$ cat config.mk
export PLATFORM = sky130hd
export DESIGN_NAME = aat_cell
export DESIGN_NICKNAME = d
export VERILOG_FILES = /design/src/aat_pkg.sv /design/src/aat_cell.sv
export SDC_FILE = /design/constraint.sdc
export NUM_CORES = 1
export LEC_CHECK = 0
export ABC_AREA = 1
export BUFFER_PORTS_ARGS = -buffer_cell sky130_fd_sc_hd__buf_2
export CAP_MARGIN = 30
export CORE_AREA = 2 2 179 181
export DETAILED_ROUTE_END_ITERATION = 7
export DIE_AREA = 0 0 181 183
export HOLD_SLACK_MARGIN = 0.1
export PLACE_DENSITY = 0.46
export SLEW_MARGIN = 30
export SYNTH_ARGS = -nofsm -noshare
export SYNTH_HDL_FRONTEND = slang
export SYNTH_SLANG_ARGS = --single-unit
$ cat constraint.sdc
create_clock -name i_clk -period 5.55 [get_ports i_clk]
set_clock_uncertainty 0.15 [all_clocks]
set_input_delay 0 -clock i_clk [delete_from_list [all_inputs] [get_ports i_clk]]
set_output_delay 0 -clock i_clk [all_outputs]
set_load 0.05 [all_outputs]
$ cat src/aat_pkg.sv
`timescale 1ns / 1ps
`default_nettype none
// ----------------------------------------------------------------------------
// aat_pkg
// Shared types and constants for the alias/address table.
// ----------------------------------------------------------------------------
package aat_pkg;

    localparam int TABLE_DEPTH = 32;
    localparam int IDX_W       = $clog2(TABLE_DEPTH);
    localparam int CNT_W       = $clog2(TABLE_DEPTH + 1);

    localparam int KEY_W  = 40;
    localparam int ADDR_W = 32;
    localparam int OP_W   = 3;
    localparam int ST_W   = 3;
    localparam int LOC_W  = 16;

    localparam logic [OP_W-1:0] OP_ADD    = 3'd0;
    localparam logic [OP_W-1:0] OP_LOOKUP = 3'd1;
    localparam logic [OP_W-1:0] OP_UPDATE = 3'd2;
    localparam logic [OP_W-1:0] OP_DELETE = 3'd3;
    localparam logic [OP_W-1:0] OP_LOCATE = 3'd4;

    localparam logic [ST_W-1:0] ST_OK        = 3'd0;
    localparam logic [ST_W-1:0] ST_NOT_FOUND = 3'd1;
    localparam logic [ST_W-1:0] ST_DUP_ALIAS = 3'd2;
    localparam logic [ST_W-1:0] ST_DUP_ADDR  = 3'd3;
    localparam logic [ST_W-1:0] ST_FULL      = 3'd4;
    localparam logic [ST_W-1:0] ST_NONE_LOC  = 3'd5;

    typedef struct packed {
        logic [OP_W-1:0]   opcode;
        logic [KEY_W-1:0]  key_hi;
        logic [KEY_W-1:0]  key_lo;
        logic [ADDR_W-1:0] addr;
    } t_cmd;

    typedef struct packed {
        logic [KEY_W-1:0]  key_hi;
        logic [KEY_W-1:0]  key_lo;
        logic [ADDR_W-1:0] addr;
        logic              valid;
        logic              flag;
    } t_entry;

    // broadcast to every cell
    typedef struct packed {
        logic shift_down;  // insert at head: take from previous cell
        logic rotate;      // take from next cell unconditionally
        logic remove;      // take from next cell at and after the hit
        logic write_addr;  // overwrite address of the hit cell
        logic capture;     // latch locate match into flag
    } t_cell_ctl;

endpackage

`default_nettype wire

$ cat src/aat_cell.sv
`timescale 1ns / 1ps
`default_nettype none
// ----------------------------------------------------------------------------
// aat_cell
// One table slot: holds an entry, compares it with the current command and
// passes its contents to a neighbor on insert, delete or rotate.
// ----------------------------------------------------------------------------
module aat_cell (
    input  wire                  i_clk,
    input  wire                  i_rst_n,
    input  aat_pkg::t_cell_ctl   i_ctl,
    input  aat_pkg::t_cmd        i_cmd,
    input  aat_pkg::t_entry      i_prev,
    input  aat_pkg::t_entry      i_next,
    input  wire                  i_hit_in,
    output aat_pkg::t_entry      o_ent,
    output logic                 o_key_match,
    output logic                 o_addr_match,
    output logic                 o_hit_out
);

    aat_pkg::t_entry r_ent;
    logic            w_loc_match;
    logic            w_take_next;

    assign o_key_match  = r_ent.valid && (r_ent.key_hi == i_cmd.key_hi)
                          && (r_ent.key_lo == i_cmd.key_lo);
    assign o_addr_match = r_ent.valid && (r_ent.addr == i_cmd.addr);
    assign w_loc_match  = r_ent.valid && (r_ent.addr[aat_pkg::ADDR_W-1 -: aat_pkg::LOC_W]
                          == i_cmd.addr[aat_pkg::ADDR_W-1 -: aat_pkg::LOC_W]);
    // hit at this cell or any newer one
    assign o_hit_out    = i_hit_in | o_key_match;
    assign w_take_next  = i_ctl.rotate | (i_ctl.remove & o_hit_out);
    assign o_ent        = r_ent;

    always_ff @(posedge i_clk) begin
        if (!i_rst_n) begin
            r_ent.valid <= 1'b0;
            r_ent.flag  <= 1'b0;
        end else begin
            if (i_ctl.shift_down) begin
                r_ent <= i_prev;
            end else if (w_take_next) begin
                r_ent <= i_next;
            end else begin
                if (i_ctl.write_addr && o_key_match) begin
                    r_ent.addr <= i_cmd.addr;
                end
                if (i_ctl.capture) begin
                    r_ent.flag <= w_loc_match;
                end
            end
        end
    end

endmodule

`default_nettype wire

==> results of run 1 <==
final cells by class:
class / instances / share of cell area
inverters: 142 / 0.0423
repair buffers: 699 / 0.367
clock inverters: 12 / 0.00913
well taps: 402 / 0.0395
flip-flops and latches: 114 / 0.267
clock buffers: 20 / 0.0343
multi-input cells: 725 / 0.240
diodes: 2 / 0.000393
layout by cell type (no fill, tap or decap), drive strengths merged, types with 2 or more instances in the layout:
| master | Yosys | final |
|---|---|---|
| a21oi | 2 | 2 |
| dfxtp | 2 | 2 |
| edfxtp | 112 | 112 |
| nand2 | 479 | 479 |
| dlygate4sd3 | 0 | 231 |
| diode | 0 | 2 |
| o21ai | 82 | 82 |
| clkbuf | 19 | 20 |
| nand4 | 6 | 6 |
| nor3 | 2 | 2 |
| xnor2 | 17 | 17 |
| or2 | 3 | 3 |
| clkinv | 0 | 9 |
| a221oi | 3 | 3 |
| clkinvlp | 0 | 2 |
| nor2 | 103 | 103 |
| bufinv | 0 | 2 |
| nand3 | 10 | 10 |
| inv | 142 | 141 |
| xor2 | 9 | 9 |
| o22ai | 6 | 6 |
| buf | 12 | 468 |
report_power, final:
part           switching (W)  internal, W  leakage, nW
registers          0.0000666      0.00106         1.09
logic               0.000637     0.000388         5.34
clock network       0.000422     0.000654        0.268
worst max-delay path by stage:
stage	startpoint	endpoint	slack [ps]	depth (start not counted)
finish	o_ent[75]	o_ent[101]	2130	16
detailed placement	o_ent[107]	o_ent[72]	1920	16
global placement	o_ent[107]	o_ent[91]	2000	16
global route	o_ent[92]	o_ent[48]	1670	16
CTS	o_ent[107]	o_ent[48]	1920	16
floorplan	o_ent[107]	o_ent[100]	1480	16
stage by stage:
| stage | util | setup WS (ps) | cells |
|---|---|---|---|
| after floorplan | - | 1480 | 1012 |
| after global placement | 0.316 | 2000 | 1851 |
| after detailed placement | 0.316 | 1920 | 1851 |
| after CTS | 0.408 | 1920 | 2114 |
| after global routing | 0.408 | 1670 | 2114 |
| final | 0.408 | 2130 | 2116 |
layer usage:
layer,share of wire,vias to the layer above,global-route usage
li1,-,4505,-
met1,0.40,3886,0.208
met2,0.50,331,0.344
met3,0.073,33,0.0560
met4,0.022,6,0.0611
met5,0.0015,-,0
what timing repair did:
action,in CTS,in global routing
hold buffers,231,0
hold endpoints to repair,114,0
setup endpoints to repair,0,0
buffers inserted,0,0
resized for setup,0,0
cell families after synthesis:
| group | count (synthesis) |
|---|---|
| compound gates | 94 |
| buf+inv | 173 |
| simple gates | 605 |
| flops | 114 |
| xor+xnor | 26 |
worst reg2reg max path: stages (launching register included):
cell and delay, ps:
edfxtp_1 420, nand2_1 110, nand2_1 50, nor2_1 210, nand2_1 140, nor2_1 100, nand2_1 80, nor2_1 90
nand3_1 190, nand2_2 140, nand2_4 80, nand2_8 230, nor2_1 110, inv_1 90, nand2_1 80, clkinv_2 440
buf_12 330
==> metrics.md, run 1 <==
| Metric | Value |
|---|---|
| Min-Delay Path Class | in2reg |
| Multi-input combinational cell area | 3070 um^2 |
| Hold Startpoint | i_ctl[1] |
| Synth Area in Adders | 0 |
| Worst-path cell with the longest stage delay | clkinv_2 |
| Total die area | 33,100 um^2 |
| Xor/xnor share of the synthesized area | 0.0318 |
| DP Wirelength | 24.8 mm |
| Crit path kind | reg2reg |
| CP cell instances | nand2_1, nand2_1, nor2_1, nand2_1, nor2_1, nand2_1, nor2_1, nand3_1, nand2_2, nand2_4, nand2_8, nor2_1, inv_1, nand2_1, clkinv_2, buf_12 |
| PnR Total Power | 0.00323 W |
| Syn. warnings | 0 |
| Tmin final | 3420 ps |
| Sequential cell area | 3400 um^2 |
| Top-area cell type share of the netlist area | 0.470 |
| Hold endpoint | o_ent[25] |
| EDFF count, synth | 112 |
| Worst-Margin Slew | 692 ps |
| # fillers | 3,325 |
| Synth area leaders | edfxtp_1 (47%), nand2_1 (25%), inv_1 (7.3%) |
| Vias per cell | 4.14 |
| Type of origin of the critical path | flop |
| Most used cell, CP | nand2_1 |
| Register area share after synthesis | 0.475 |
| Worst Path Arrival | 3350 ps |
| RR Startpoint | o_ent[75] |
| Final setup viols | 0 |
| Area added between synthesis and finish | 78.1% |
| Fin area | 12,700 um^2 |
| Worst setup EP type | flop |
| Lkg Pwr | 6.69 nW |
| Average wire per standard cell | 15.3 um |
| Critical Path Fanout Max | 49 |
| Area after detailed placement | 9880 um^2 |
| CP peak stage delay | 440 ps |
| Initial core utilization | 0.229 |
| Clk_lat worst skew | 420 ps |
| PortBufs | 464 |
| H-tree levels | 4 |
| GRT Total Usage | 0.188 |
| Worst r2r path cells | 16 |
| Synth area leader | edfxtp_1 |
| CTS sink count | 114 |
| FMAX | 293 MHz |
| Row count | 65 |
| Die height | 183 um |
| First-pass GRT wire length | 47.2 mm |
| Worst Path Buf+Inv | 3 |
| Final WL | 32.4 mm |
| Top FF cell, synth | edfxtp_1 |
| Antenna Violating Nets Remaining | 0 |
| Mux cell area share after synthesis | 0 |
| Status | completed |
| Width of the die | 181 um |
| Drt pass-1 iters | 5 |
| Yosys reg bits | 114 |
| Compound-Gate Fraction of Synth Area | 0.0685 |
| Family with the most delay on the worst path | simple AND/OR/NAND/NOR gates |
| Net count of the finished layout | 2,050 |
| R2R Path End | o_ent[101] |
| Power per cell area | 253 nW/um^2 |
| Min Hold Slack | 152 ps |
| Layout cell share with drive strength beyond 1 | 0.296 |
| Setup TNS | 0 ps |
| Cell with the most instances after synthesis | nand2_1 |
| WP data required | 5480 ps |
| Post-synth cell types | 30 |
| # IOs | 468 |
| Fin crit share | 0.616 |
| DRC | 0 |
| Commonest cells in the synthesized netlist | nand2_1 (476), inv_1 (139), edfxtp_1 (112) |
| Synth Cell Area | 7160 um^2 |
| Syn Nets | 1,363 |
| Vias in the first global route | 8,569 |
| Antenna violations before repair | 5 |
| Hold path cells | 4 |
| Mapped Avg Cell Area | 7.07 um^2 |
| Largest family of logic cells by synthesized area | simple AND/OR/NAND/NOR gates |
| Worst reg-to-reg setup slack | 2130 ps |
| Initial drt markers | 325 |
| Clock slew at reported path FFs | 60 ps |
| Rel. slew slack | 0.539 |
| Post-synthesis simple-gate area fraction | 0.328 |
| Remaining Overflow, GRT | 0 |
| Cells after synthesis | 1,012 |
| TritonCTS clock tree | yes |
| Max clock buf depth | 2 |
| Ys async rst share | 0 |
| Max FFs per register | 114 |
| Final Hold Fails | 0 |
| Max Slew Vio Count | 0 |
| Clk root buf | clkbuf_16 |
| Core box area | 31,200 um^2 |
| RSZ-0062 raised after global routing | no |
| CTS Buf Count | 17 |
| Pin count of the biggest net entering global routing | 62 |
| Max_cap viols | 0 |
| Total via count in the routed design | 8,761 |
| VDD IR max | 192 uV |
| Placer's final routability congestion estimate | 0.827 |
(Power assumes the default switching activity.)
==> inputs of run 2 (changes only) <==
--- a/config.mk
+++ b/config.mk
@@ -8,11 +8,11 @@
 export ABC_AREA = 1
 export BUFFER_PORTS_ARGS = -buffer_cell sky130_fd_sc_hd__buf_2
 export CAP_MARGIN = 30
-export CORE_AREA = 2 2 179 181
+export CORE_AREA = 2 2 180 182
 export DETAILED_ROUTE_END_ITERATION = 7
-export DIE_AREA = 0 0 181 183
+export DIE_AREA = 0 0 182 184
 export HOLD_SLACK_MARGIN = 0.1
-export PLACE_DENSITY = 0.46
+export PLACE_DENSITY = 0.47
 export SLEW_MARGIN = 30
 export SYNTH_ARGS = -nofsm -noshare
 export SYNTH_HDL_FRONTEND = slang
==> constraint.sdc (replaced) <==
create_clock -name i_clk -period 3 [get_ports i_clk]
set_clock_uncertainty 0.15 [all_clocks]
set_input_delay 0 -clock i_clk [delete_from_list [all_inputs] [get_ports i_clk]]
set_output_delay 0 -clock i_clk [all_outputs]
set_load 0.05 [all_outputs]
==> run 2 against run 1 <==
Sequential share of layout area decreased by 1.3 points. Global-route usage is 0.84 points higher. Hold slack worse by 28 ps. Critical path depth down 1. Core utilization up 1.8 points. Sequential power up 86%. Non-clock buffer count rose by 50. Combinational power is 89% higher. Die area up 1.1%. Critical endpoint is now o_ent[0]. Largest power group is now the clock network. Highest routed layer unchanged.
==> metrics.md, run 2 (synthesized netlist as in run 1, its figures left out) <==
| Metric | Value |
|---|---|
| Status | completed |
| PnR Total Power | 0.00628 W (+95%) |
| Met3 Wirelength | 2.43 mm (+2.8%) |
| GRT Total Usage | 0.196 (+0.00836) |
| Critical Path Fanout Max | 3 (-94%) |
| Lkg Pwr | 6.93 nW (+3.6%) |
| Fin crit share | 0.899 (+0.283) |
| WP data required | 3160 ps (-2320 ps) |
| Power per cell area | 469 nW/um^2 (+86%) |
| First-pass GRT wire length | 49.9 mm (+5.7%) |
| CTS sink count | 114 (unchanged) |
| PortBufs | 464 (unchanged) |
| Drt pass-1 iters | 4 (-1) |
| Worst-path cell with the longest stage delay | dlygate4sd3_1 |
| Total die area | 33,500 um^2 (+1.1%) |
| Max_cap viols | 0 (unchanged) |
| RSZ-0062 raised after global routing | no |
| Die height | 184 um (+0.55%) |
| CP peak stage delay | 580 ps (+140 ps) |
| Row count | 65 (unchanged) |
| Initial drt markers | 342 (+5.2%) |
| Max Slew Vio Count | 0 (unchanged) |
| Clk_lat worst skew | 420 ps (about the same) |
| Antenna Violating Nets Remaining | 0 (unchanged) |
| Setup TNS | 0 ps (unchanged) |
| Width of the die | 182 um (+0.55%) |
| Crit path kind | reg2reg |
| Final Instance Count excl. Fillers | 2,165 (+2.3%) |
| H-tree levels | 4 (unchanged) |
| DP Wirelength | 25.2 mm (+1.6%) |
| TritonCTS clock tree | yes |
| Antenna violations before repair | 2 (-3) |
| Worst Path Arrival | 2860 ps (-490 ps) |
| DRC | 0 (unchanged) |
| Final Hold Fails | 0 (unchanged) |
| Average wire per standard cell | 15.6 um (+2.1%) |
| VDD IR max | 358 uV (+87%) |
| Met2 Wirelength | 17.4 mm (+7.6%) |
| Core box area | 31,400 um^2 (+0.52%) |
| Most frequent cells in the layout | nand2_1 (475), buf_2 (463), dlygate4sd3_1 (276) |
| Rel. slew slack | 0.586 (+0.0476) |
| Vias in the first global route | 9,270 (+8.2%) |
| CP cell instances | nand2_1, nand2_1, nor2_1, nand2_1, nor2_1, nand2_1, nor2_1, nand3_2, nand2_4, nand2_4, dlygate4sd3_1, nand3_1, nand3_1, nand2_1, a21oi_1 |
| Tmin final | 2700 ps (-720 ps) |
| Final WL | 33.8 mm (+4.5%) |
| FMAX | 371 MHz (+27%) |
| Type of origin of the critical path | flop |
| Clk root buf | clkbuf_16 |
| Vias per cell | 4.21 (+1.7%) |
| Pin count of the biggest net entering global routing | 61 (-1.6%) |
| Placer's final routability congestion estimate | 0.807 (-2.3%) |
| Most used cell, CP | nand2_1 |
| Layout cell share with drive strength beyond 1 | 0.292 (-0.00328) |
| CTS Buf Count | 17 (unchanged) |
| Worst-Margin Slew | 621 ps (-71.5 ps) |
| Leading cell type in the layout, fill and taps excluded | nand2_1 |
| Max FFs per register | 114 (unchanged) |
| Area added between synthesis and finish | 86.9% |
| Max clock buf depth | 2 (unchanged) |
| Final setup viols | 0 (unchanged) |
| Clock slew at reported path FFs | 60 ps (about the same) |
| # IOs | 468 (unchanged) |
| Worst setup EP type | flop |
| Total via count in the routed design | 9,119 (+4.1%) |
| DR top layer | met5 |
| Final core occ | 0.426 (+0.0179) |
| Initial core utilization | 0.228 (-0.00119) |
| Min-Delay Path Class | in2reg |
| Remaining Overflow, GRT | 0 (unchanged) |
| Net count of the finished layout | 2,100 (+2.4%) |
| Placed instance count | 1,856 (+0.27%) |
| WL met1 | 13.3 mm (+1.5%) |
-- run 2: cell types whose count changed in the layout (fill, tap and decap cells not counted), sizes merged --
cell,delta
clkinv,-4
clkinvlp,+1
diode,-1
dlygate4sd3,+45
bufinv,+3
buf,+5
-- run 2: final cells by class --
type                            count  area (um^2)
Fill cell                        3201        18000
Clock inverter                     12          188
Timing Repair Buffer              749         5220
Clock buffer                       20          437
Sequential cell                   114         3400
Tap cell                          402          503
Inverter                          142          542
Multi-Input combinational cell    725         3090
Antenna cell                        1         2.50
-- run 2: worst max-delay path, delay by kind of cell, from the launching register on --
family / cells / cell delay, ps
AND/OR/NAND/NOR: 13 / 1370
flip-flops: 1 / 410
AO/OA/AOI/OAI: 1 / 50
buffers and inverters: 1 / 580
-- run 2: power breakdown --
group,total (W),internal [W],switching [W]
clock,0.00225,0.00146,0.000787
combinational,0.00195,0.000751,0.00120
sequential,0.00208,0.00196,0.000126
total,0.00628,0.00417,0.00211
-- run 2: path summary, 6_finish.rpt --
kind,from,endpoint,slack [ps],cells after the start
setup reg to reg,o_ent[103],o_ent[0],300,15
hold / removal,i_hit_in,o_ent[0],120,8
setup / recovery,o_ent[103],o_ent[0],300,15
hold reg to reg,o_ent[0],o_ent[0],340,2
-- run 2: metal layers --
layer,GRT usage,vias up
met5,0,-
met1,0.214,4079
met2,0.375,395
met3,0.0446,40
met4,0.0610,2
li1,-,4603
-- run 2: stage by stage --
stage / hold WS, ps / setup slack [ps] / instance area [um^2]
after floorplan: -18.6 / -445 / 7180
after CTS: 126 / 123 / 13400
after global routing: 168 / 11.3 / 13400
after detailed placement: 118 / 169 / 9980
final: 124 / 302 / 13400
after global placement: 113 / 184 / 9980
-- run 2: timing repair --
item	in CTS	in global routing
endpoints found under the hold margin	162	0
gates resized for setup	0	1
endpoints found under the setup margin	0	1
hold buffers	276	0
buffers inserted	0	0
